[config.mk]
export PLATFORM = sky130hd
export DESIGN_NAME = key_debounce_press_timer_flat
export DESIGN_NICKNAME = d
export VERILOG_FILES = /design/src/rtl/core/kdpt_pkg.sv /design/src/rtl/core/kdpt_if.sv /design/src/rtl/core/kdpt_lane.sv /design/src/rtl/core/kdpt_merge.sv /design/src/rtl/core/key_debounce_press_timer.sv /design/src/flat_wrapper.sv
export SDC_FILE = /design/constraint.sdc
export NUM_CORES = 1
export LEC_CHECK = 0
export BUFFER_PORTS_ARGS = -buffer_cell sky130_fd_sc_hd__clkbuf_2
export CORE_MARGIN = 1.5
export CORE_UTILIZATION = 50
export CTS_BUF_LIST = sky130_fd_sc_hd__clkbuf_2
export DETAILED_ROUTE_END_ITERATION = 12
export HOLD_SLACK_MARGIN = 0.06
export PLACE_DENSITY_LB_ADDON = 0.12
export SLEW_MARGIN = 20
export SYNTH_ARGS = -nofsm -noshare
export SYNTH_HDL_FRONTEND = slang
export SYNTH_HIERARCHICAL = 1
export SYNTH_SLANG_ARGS = --single-unit
[constraint.sdc]
create_clock -name i_clk -period 21.3 [get_ports i_clk]
set_input_delay 0 -clock i_clk [delete_from_list [all_inputs] [get_ports i_clk]]
set_output_delay 0 -clock i_clk [all_outputs]
set_load 0.1 [all_outputs]
[src/rtl/core/kdpt_pkg.sv]
// ----------------------------------------------------------------------------
// kdpt_pkg
// shared widths, defaults and the lane result type for the key press timer
// ----------------------------------------------------------------------------
package kdpt_pkg;

    // fixed field widths of the scan and result requests
    localparam int KEY_LEVELS_W = 4;
    localparam int NOW_W        = 32;
    localparam int KEY_IDX_W    = 2;
    localparam int DUR_W        = 32;

    // parameter defaults
    localparam int NUM_KEYS_DEF   = 4;
    localparam int TIME_WIDTH_DEF = 32;

    // what one lane reports for the current scan
    typedef struct packed {
        logic             hit;
        logic [DUR_W-1:0] dur;
    } t_lane_res;

endpackage

[src/rtl/core/kdpt_if.sv]
// ----------------------------------------------------------------------------
// kdpt_if
// valid/ready channels for key scans and for press duration results
// ----------------------------------------------------------------------------
interface kdpt_in_if;
    logic                                 valid;
    logic                                 ready;
    logic [kdpt_pkg::KEY_LEVELS_W-1:0]    key_levels;
    logic [kdpt_pkg::NOW_W-1:0]           now_ticks;

    modport source (output valid, output key_levels, output now_ticks, input ready);
    modport sink   (input valid, input key_levels, input now_ticks, output ready);
endinterface

interface kdpt_out_if;
    logic                                 valid;
    logic                                 ready;
    logic [kdpt_pkg::KEY_IDX_W-1:0]       key_index;
    logic [kdpt_pkg::DUR_W-1:0]           press_duration;
    logic                                 last;

    modport source (output valid, output key_index, output press_duration, output last,
                    input ready);
    modport sink   (input valid, input key_index, input press_duration, input last,
                    output ready);
endinterface

[src/rtl/core/kdpt_lane.sv]
// ----------------------------------------------------------------------------
// kdpt_lane
// debounce machine and press timestamp for a single key
// ----------------------------------------------------------------------------
module kdpt_lane #(
    parameter int TIME_WIDTH = kdpt_pkg::TIME_WIDTH_DEF
) (
    input  logic                  i_clk,
    input  logic                  i_rst_n,
    input  logic                  i_accept,
    input  logic                  i_level,
    input  logic [TIME_WIDTH-1:0] i_now,
    output kdpt_pkg::t_lane_res   o_res
);
    import kdpt_pkg::*;

    typedef enum logic [1:0] {
        PH_UP,
        PH_FALLING,
        PH_DOWN,
        PH_RISING
    } t_phase;

    t_phase                r_phase;
    t_phase                n_phase;
    logic [TIME_WIDTH-1:0] r_press_time;
    logic [TIME_WIDTH-1:0] w_elapsed;

    assign w_elapsed = i_now - r_press_time;

    always_comb begin
        n_phase = r_phase;
        unique case (r_phase)
            PH_UP:      n_phase = i_level ? PH_UP : PH_FALLING;
            PH_FALLING: n_phase = i_level ? PH_UP : PH_DOWN;
            PH_DOWN:    n_phase = i_level ? PH_RISING : PH_DOWN;
            PH_RISING:  n_phase = i_level ? PH_UP : PH_DOWN;
            default:    n_phase = PH_UP;
        endcase
    end

    // confirmed release with a nonzero elapsed time
    assign o_res.hit = (r_phase == PH_RISING) && i_level && (w_elapsed != '0);
    assign o_res.dur = DUR_W'(w_elapsed);

    always_ff @(posedge i_clk) begin
        if (!i_rst_n) begin
            r_phase <= PH_UP;
        end else if (i_accept) begin
            r_phase <= n_phase;
            if (r_phase == PH_FALLING && !i_level) begin
                r_press_time <= i_now;
            end
        end
    end

endmodule

[src/rtl/core/kdpt_merge.sv]
// ----------------------------------------------------------------------------
// kdpt_merge
// collects a scan's lane hits, one out per cycle while ready, lowest key first
// ----------------------------------------------------------------------------
module kdpt_merge #(
    parameter int NUM_KEYS = kdpt_pkg::NUM_KEYS_DEF
) (
    input  logic                i_clk,
    input  logic                i_rst_n,
    input  logic                i_accept,
    input  kdpt_pkg::t_lane_res i_lane_res [NUM_KEYS],
    output logic                o_in_ready,
    kdpt_out_if.source          o_res
);
    import kdpt_pkg::*;

    localparam int SEL_W = (NUM_KEYS > 1) ? $clog2(NUM_KEYS) : 1;

    // stage: hits of the last accepted scan
    logic [NUM_KEYS-1:0] r_smask;
    logic [DUR_W-1:0]    r_sdur [NUM_KEYS];
    // work: scan being serialised
    logic [NUM_KEYS-1:0] r_wmask;
    logic [DUR_W-1:0]    r_wdur [NUM_KEYS];
    // output register
    logic                r_ov;
    logic [KEY_IDX_W-1:0] r_key_index;
    logic [DUR_W-1:0]    r_dur;
    logic                r_last;

    logic [NUM_KEYS-1:0] w_hits;
    logic [NUM_KEYS-1:0] w_rest;
    logic [SEL_W-1:0]    w_sel;
    logic                w_emit;
    logic                w_work_free;
    logic                w_s2w;

    always_comb begin
        for (int k = 0; k < NUM_KEYS; k++) begin
            w_hits[k] = i_lane_res[k].hit;
        end
    end

    // lowest pending key
    always_comb begin
        w_sel = '0;
        for (int k = NUM_KEYS - 1; k >= 0; k--) begin
            if (r_wmask[k]) begin
                w_sel = SEL_W'(k);
            end
        end
    end

    assign w_rest      = r_wmask & (r_wmask - 1'b1);
    assign w_emit      = (|r_wmask) && (!r_ov || o_res.ready);
    assign w_work_free = !(|r_wmask) || (w_emit && (w_rest == '0));
    assign w_s2w       = (|r_smask) && w_work_free;
    assign o_in_ready  = !(|r_smask) || w_s2w;

    always_ff @(posedge i_clk) begin
        if (!i_rst_n) begin
            r_smask <= '0;
            r_wmask <= '0;
            r_ov    <= 1'b0;
        end else begin
            if (i_accept) begin
                r_smask <= w_hits;
                for (int k = 0; k < NUM_KEYS; k++) begin
                    r_sdur[k] <= i_lane_res[k].dur;
                end
            end else if (w_s2w) begin
                r_smask <= '0;
            end

            if (w_s2w) begin
                r_wmask <= r_smask;
                r_wdur  <= r_sdur;
            end else if (w_emit) begin
                r_wmask <= w_rest;
            end

            if (w_emit) begin
                r_ov        <= 1'b1;
                r_key_index <= KEY_IDX_W'(w_sel);
                r_dur       <= r_wdur[w_sel];
                r_last      <= (w_rest == '0);
            end else if (o_res.ready) begin
                r_ov <= 1'b0;
            end
        end
    end

    assign o_res.valid          = r_ov;
    assign o_res.key_index      = r_key_index;
    assign o_res.press_duration = r_dur;
    assign o_res.last           = r_last;

endmodule

[src/rtl/core/key_debounce_press_timer.sv]
// ----------------------------------------------------------------------------
// key_debounce_press_timer
// two-sample key debounce with press duration measurement for a bank of keys
// ----------------------------------------------------------------------------
//  channel  | dir | payload                               | meaning
//  ---------+-----+---------------------------------------+-------------------------
//  i_scan   | in  | key_levels[3:0], now_ticks[31:0]       | one scan of all keys
//  o_res    | out | key_index[1:0], press_duration[31:0], | one request per reported
//           |     | last                                  | release
//
//  a scan is taken every cycle while the merger keeps up; a scan that reports
//  n releases gives n result requests, one per cycle while the output is ready
//  the first result of a scan passes through the stage, work and output registers
//  reset (synchronous, active low) puts every key in the up phase and empties
//  the stage, work and output registers; press times are not cleared
//  a stalled output holds its result; one more reporting scan waits in the stage
// ----------------------------------------------------------------------------
module key_debounce_press_timer #(
    parameter int NUM_KEYS   = kdpt_pkg::NUM_KEYS_DEF,
    parameter int TIME_WIDTH = kdpt_pkg::TIME_WIDTH_DEF
) (
    input  logic       i_clk,
    input  logic       i_rst_n,
    kdpt_in_if.sink    i_scan,
    kdpt_out_if.source o_res
);
    import kdpt_pkg::*;

    logic                  w_accept;
    logic                  w_in_ready;
    logic [TIME_WIDTH-1:0] w_now;
    logic [NUM_KEYS-1:0]   w_level;
    t_lane_res             w_lane_res [NUM_KEYS];

    assign i_scan.ready = w_in_ready;
    assign w_accept     = i_scan.valid && w_in_ready;

    // only the low TIME_WIDTH bits of the tick count take part
    assign w_now = TIME_WIDTH'(i_scan.now_ticks);

    // one lane per key; keys beyond the level field read as pressed
    for (genvar g = 0; g < NUM_KEYS; g++) begin : g_lane
        if (g < KEY_LEVELS_W) begin : g_lvl
            assign w_level[g] = i_scan.key_levels[g];
        end else begin : g_nolvl
            assign w_level[g] = 1'b0;
        end

        kdpt_lane #(
            .TIME_WIDTH (TIME_WIDTH)
        ) u_lane (
            .i_clk    (i_clk),
            .i_rst_n  (i_rst_n),
            .i_accept (w_accept),
            .i_level  (w_level[g]),
            .i_now    (w_now),
            .o_res    (w_lane_res[g])
        );
    end

    // combine lane hits into an ordered stream of result requests
    kdpt_merge #(
        .NUM_KEYS (NUM_KEYS)
    ) u_merge (
        .i_clk      (i_clk),
        .i_rst_n    (i_rst_n),
        .i_accept   (w_accept),
        .i_lane_res (w_lane_res),
        .o_in_ready (w_in_ready),
        .o_res      (o_res)
    );

`ifndef SYNTHESIS
    // input back-pressure only while the merger has a result on its way out
    a_stall_has_output: assert property (@(posedge i_clk) disable iff (!i_rst_n)
        !i_scan.ready |=> o_res.valid)
        else $error("scan stalled with no result pending");

    // results of one scan leave back to back
    a_run_unbroken: assert property (@(posedge i_clk) disable iff (!i_rst_n)
        (o_res.valid && o_res.ready && !o_res.last) |=> o_res.valid)
        else $error("gap inside a run of results");
`endif

endmodule

[src/flat_wrapper.sv]
// flat-port wrapper written by rule: the top's interface ports become plain ports
module key_debounce_press_timer_flat import kdpt_pkg::*;
#(
    parameter int NUM_KEYS   = kdpt_pkg::NUM_KEYS_DEF,
    parameter int TIME_WIDTH = kdpt_pkg::TIME_WIDTH_DEF
)
  (i_clk, i_rst_n, i_scan_valid, i_scan_key_levels, i_scan_now_ticks, i_scan_ready, o_res_valid, o_res_key_index, o_res_press_duration, o_res_last, o_res_ready);
  kdpt_in_if i_scan_i ();
  kdpt_out_if o_res_i ();
  input  logic i_clk;
  input  logic i_rst_n;
  input wire logic [$bits(i_scan_i.valid)-1:0] i_scan_valid;
  input wire logic [$bits(i_scan_i.key_levels)-1:0] i_scan_key_levels;
  input wire logic [$bits(i_scan_i.now_ticks)-1:0] i_scan_now_ticks;
  output wire logic [$bits(i_scan_i.ready)-1:0] i_scan_ready;
  output wire logic [$bits(o_res_i.valid)-1:0] o_res_valid;
  output wire logic [$bits(o_res_i.key_index)-1:0] o_res_key_index;
  output wire logic [$bits(o_res_i.press_duration)-1:0] o_res_press_duration;
  output wire logic [$bits(o_res_i.last)-1:0] o_res_last;
  input wire logic [$bits(o_res_i.ready)-1:0] o_res_ready;
  assign i_scan_i.valid = i_scan_valid;
  assign i_scan_i.key_levels = i_scan_key_levels;
  assign i_scan_i.now_ticks = i_scan_now_ticks;
  assign i_scan_ready = i_scan_i.ready;
  assign o_res_valid = o_res_i.valid;
  assign o_res_key_index = o_res_i.key_index;
  assign o_res_press_duration = o_res_i.press_duration;
  assign o_res_last = o_res_i.last;
  assign o_res_i.ready = o_res_ready;
  key_debounce_press_timer #(.NUM_KEYS(NUM_KEYS), .TIME_WIDTH(TIME_WIDTH)) u_core (.i_clk(i_clk), .i_rst_n(i_rst_n), .i_scan(i_scan_i), .o_res(o_res_i));
endmodule
; ---- Word-level counts from Yosys, hierarchy flattened
; Index checks and enable logic that the tools add are counted.
[totals]
elab_cells = 122
output_inout_bits = 37
reg_bits = 436
inputBits = 40
[op_classes]
reduce_logical = 51
bitwise_logic = 2
n_lt_le_gt_ge = 1
add_sub_neg = 5
eq_ne = 12
muxes = 29
[ops]
columns = operator, n
row1 = $reduce_bool 32->1, 4
row2 = $sub 32x32->32, 4
row3 = $bmux 32 s2, 1
row4 = $mux 32, 2
row5 = $pmux 2 s3, 4
row6 = $eq 2x2->1 const B, 8
row7 = $logic_and 1x1->1, 16
row8 = $mux 2, 8
row9 = $mux 4, 4
row10 = $reduce_and 3->1, 4
row11 = $mux 1, 10
row12 = $eq 2x1->1 const B, 4
row13 = $logic_not 2->1, 4
row14 = $reduce_or 2->1, 4
row15 = $reduce_or 4->1, 2
row16 = $logic_not 1->1, 7
row17 = $reduce_and 2->1, 3
row18 = $reduce_bool 2->1, 3
row19 = $and 4x4->4, 1
row20 = $logic_not 4->1, 1
row21 = $sub 4x1->4 const B, 1
row22 = $ge 3x3->1 const B, 1
row23 = $logic_or 1x1->1, 3
row24 = $not 2->3, 1

; ---- Logic depth before layout (Yosys ltp)
[depth]
ltp_word = 9
depth_mapped = 15

; ---- By module
; Netlist, hierarchy kept.
[modules_own_cells]
columns = module, area_per_inst_um2, instances, cells_per_inst
row1 = kdpt_merge, 10118.5, 1, 397
row2 = kdpt_lane (u_core.g_lane[0].u_lane ...), 3203.1, 2, 359
row3 = kdpt_lane (u_core.g_lane[2].u_lane ...), 3089.2, 2, 342
row4 = key_debounce_press_timer, 6.3, 1, 1

; ---- Worst setup path before layout
; Ideal clock, no wire load.
[synth_timing]
path_kind = register to register
start = register u_core.u_merge.r_ov, in the netlist u_core/u_merge/o_res.valid
end = register u_core/u_merge/r_wdur[0] (netlist name), enable pin
setup_ns = 0.616
arrival_ns = 6.772
t_required_ns = 20.684
path_buffers = 0
slack_ns = 13.912
period_less_slack_ns = 7.388
stages_incl_launch_ff = 5
cell_sequence = dfxtp_1 nor2b_1 a2111oi_4 nor2_1 nor2_1
[synth_via]
elab_chain_len = 7
[synth_rtl]
columns = item, line
row1 = from (decl), kdpt_merge.sv:26  ; logic r_ov;
row2 = from (signal assigned), kdpt_merge.sv:64  ; r_ov <= 1'b0;
row3 = from (signal assigned), kdpt_merge.sv:83  ; r_ov <= 1'b1;
row4 = from (signal assigned), kdpt_merge.sv:88  ; r_ov <= 1'b0;
row5 = $logic_not 1->1, kdpt_merge.sv:55  ; assign w_emit = (|r_wmask) && (!r_ov || o_res.ready);
row6 = $logic_or 1x1->1, kdpt_merge.sv:55
row7 = $logic_and 1x1->1, kdpt_merge.sv:55
row8 = $logic_and 1x1->1, kdpt_merge.sv:56  ; assign w_work_free = !(|r_wmask) || (w_emit && (w_rest == '0));
row9 = $logic_or 1x1->1, kdpt_merge.sv:56
row10 = $logic_and 1x1->1, kdpt_merge.sv:57  ; assign w_s2w = (|r_smask) && w_work_free;
row11 = $reduce_and 2->1 (no source line), -
row12 = to (signal assigned), kdpt_merge.sv:77  ; r_wdur <= r_sdur;
row13 = to (decl), kdpt_merge.sv:24  ; logic [DUR_W-1:0] r_wdur [NUM_KEYS];
; No other way between the ends.
; A chain may end at the register's enable or synchronous reset.

==> results.cfg <==
[placement]
gp_congestion = 0.928
portBuffers = 76
dp_hpwl_um = 41200
place_area_sq_um = 23700

[sta]
min_period_over_period_pct = 22.3
hold-worst-slack_ps = 204
slew_headroom_pct = 31.3
setup_tns_ps = 0
timing.final.hold_violations = 0
setup_viol = 0
slew_viol_final = 0
rsz0062_at_grt = false
fmax_ghz = 0.211
fin_crit_ps = 4750
fin_skew_ps = 80.3
worst_pin_slew_ps = 1020

[finish]
drive_above_1_share_pct = 15.9
fillCellCount = 3720
final_util_pct = 57.5
final_area_sq_um = 25600
syn2layout_area_growth_pct = 12.6
nNetsFinal = 2210

[synthesis]
synth_edf_count = 419
synth_top_area_cell = edfxtp_1
synth_most_common_cell = edfxtp_1
syn-instance-count = 1800
seq_area_frac_synth_pct = 56.9
ys_types = 85
ys.flop_type = edfxtp_1
yosys_register_bits = 436
synth_top_cells_by_count = edfxtp_1, inv_1, ha_1, a21oi_1, nor2_1
syn_nets = 1968
avgSynthCellArea_sq_um = 12.6
synth-warning-count = 6
async_flop_share_pct = 0
synth_area_leaders = edfxtp_1, ha_1, inv_1
synth_area_sq_um = 22700
synth_top_area_share_pct = 55.4

[global_route]
grt_pass1_vias = 15400
antenna_found_initial = 13
overflow = 0
grt_max_degree = 80
grt_pass1_wl_um = 88900
grt_usage_pct = 25.7

[die]
row_count = 77
die-width_um = 216
die_h_um = 216
die_area_sq_um = 46700
io_pins = 77
initial_core_util_pct = 51.0
fp.coreArea_sq_um = 44500

[worst_setup_path]
worstSetupPathType = primary input to flip-flop
critPathArrivalTime_ps = 5710
crit_fanout = 5
critical_path.endpoint_type = flip-flop
critPathRequiredTime_ps = 22260
start_kind = primary input

[cts]
cts.path.max_buffers = 3
clock-sinks = 436
numCtsBuffers = 110
cts_max_level = 3
insertion_delay_ps = 1130
clk_pin_slew_worst_paths_ps = 100
cts_root_buffer = clkbuf_2
cts_tree = built
cts_resized = 0

[drt]
ant_nets = 0
vias_per_cell = 5.87
first_pass_iters = 5
vias = 16000
drcViolationCount = 0
wl_per_cell_um = 21.8
first_iter_violations = 1572
drt-total-wl_um = 59400

[power_and_ir_drop]
power_density_nw_per_um2 = 68.4
p_leak_nw = 9.84
irDropWorstVdd_uv = 35.3
total_power_mw = 1.75

[flow_run]
maxCapViolCount = 0

[min_path]
hold_class = primary input to flip-flop

[run_status]
status = finished, final reports clean
[cells by family (layout without fill, tap and decap cells)]
kind of cell | count (synthesis) | in the layout | share of synthesized area (%)
XOR/XNOR | 100 | 100 | 3.86
other | 0 | 2 | 0
buffers and inverters | 222 | 549 | 4.21
AO/OA/AOI/OAI | 464 | 464 | 14.8
AND/OR/NAND/NOR | 415 | 415 | 9.62
multiplexers | 34 | 34 | 3.34
adder cells (fa/ha/maj) | 129 | 129 | 7.23
flip-flops | 436 | 436 | 56.9
[per-stage QoR]
stage | instances | setup slack, ps
floorplan | 1800 | 13910
global placement | 2432 | 16810
detailed placement | 2432 | 16700
CTS | 2718 | 16650
global route | 2720 | 16520
finish | 2721 | 16550
[metal layers]
layer / track usage (%) / share of wire (%) / up-vias
li1: - / - / 7427
met1: 39.5 / 47 / 7857
met2: 36.0 / 42 / 620
met3: 5.24 / 9.0 / 70
met4: 8.80 / 1.8 / 2
met5: 0 / 0.032 / -
[critical path, stage by stage]
cell and delay, ps:
dlygate4sd3_1 540, dlygate4sd3_1 560, clkbuf_2 190, dlygate4sd3_1 720
ha_1 400, and2_1 200, a221oi_2 390, a21oi_1 190
o21a_4 280, xor2_1 170, or4_1 600, nor4_1 260
nand4b_1 180, or4_1 600, o21a_1 220, nand3_1 100
o21ai_0 100
[repair_timing]
item,4_1_cts,5_1_grt
endpoints found under the hold margin,534,0
endpoints found under the setup margin,0,0
hold buffers,89,0
buffers inserted,0,0
[worst paths after layout]
path | start | end | slack, ps | depth (start not counted)
max reg2reg | u_core/u_merge/r_wmask[0]$_SDFFE_PN0P_ | u_core/u_merge/r_sdur[9]$_DFFE_PP_ | 16820 | 8
max | i_scan_now_ticks[4] | u_core/u_merge/r_smask[2]$_SDFFE_PN0P_ | 16550 | 17
min reg2reg | u_core/u_merge/r_sdur[41]$_DFFE_PP_ | u_core/u_merge/r_wdur[41]$_DFFE_PP_ | 410 | 0
min | i_scan_now_ticks[28] | u_core/u_merge/r_sdur[93]$_DFFE_PP_ | 200 | 5
[flip-flops by register name, summed over array words and instances, names as in the netlist, named ones only]
name                                 cells
u_core/g_lane.u_lane/r_press_time      128
u_core/u_merge/r_sdur                  128
u_core/u_merge/r_wdur                  128
u_core/u_merge/o_res.press_duration     32
u_core/g_lane.u_lane/r_phase             4
u_core/u_merge/r_smask                   4
u_core/u_merge/r_wmask                   4
u_core/u_merge/o_res.key_index           2
u_core/u_merge/o_res.last                1
u_core/u_merge/o_res.valid               1
[cells in the final DEF, fill, tap and decap left out, drive strengths merged, types with 10 or more instances in the layout]
master,n
nand3b,10
nor4,17
and3,14
o211ai,30
dlygate4sd3,89
a31oi,12
nand4,18
nor2b,13
buf,12
mux4,32
clkbuf,228
nor2,89
ha,124
xnor2,62
a21o,47
nand3,40
o21a,44
a21oi,114
o31ai,15
a211oi,18
a21boi,11
or3,13
xor2,38
clkinv,37
and2,28
a211o,10
inv,178
nand2,86
dfxtp,17
edfxtp,419
o2111ai,10
o21ai,78
nor3,42
[area by class of cell]
class	instances	area [sq um]	area share, %
antenna	2	5.00	0.0196
timing repair buffer	177	1380	5.40
multi-input combinational	1142	8870	34.7
clock inverter	45	236	0.925
sequential	436	12900	50.5
tap	592	741	2.90
inverter	175	657	2.57
clock buffer	152	761	2.97
[report_power, final]
part           leakage (nW)  total (mW)  internal (mW)  switching (mW)
logic                  5.15       0.221         0.0774           0.143
registers              3.96       0.971          0.963         0.00783
clock network         0.738       0.558          0.219           0.339
total                  9.84        1.75           1.26           0.490
Note: power is estimated with default switching activity, not from simulation.
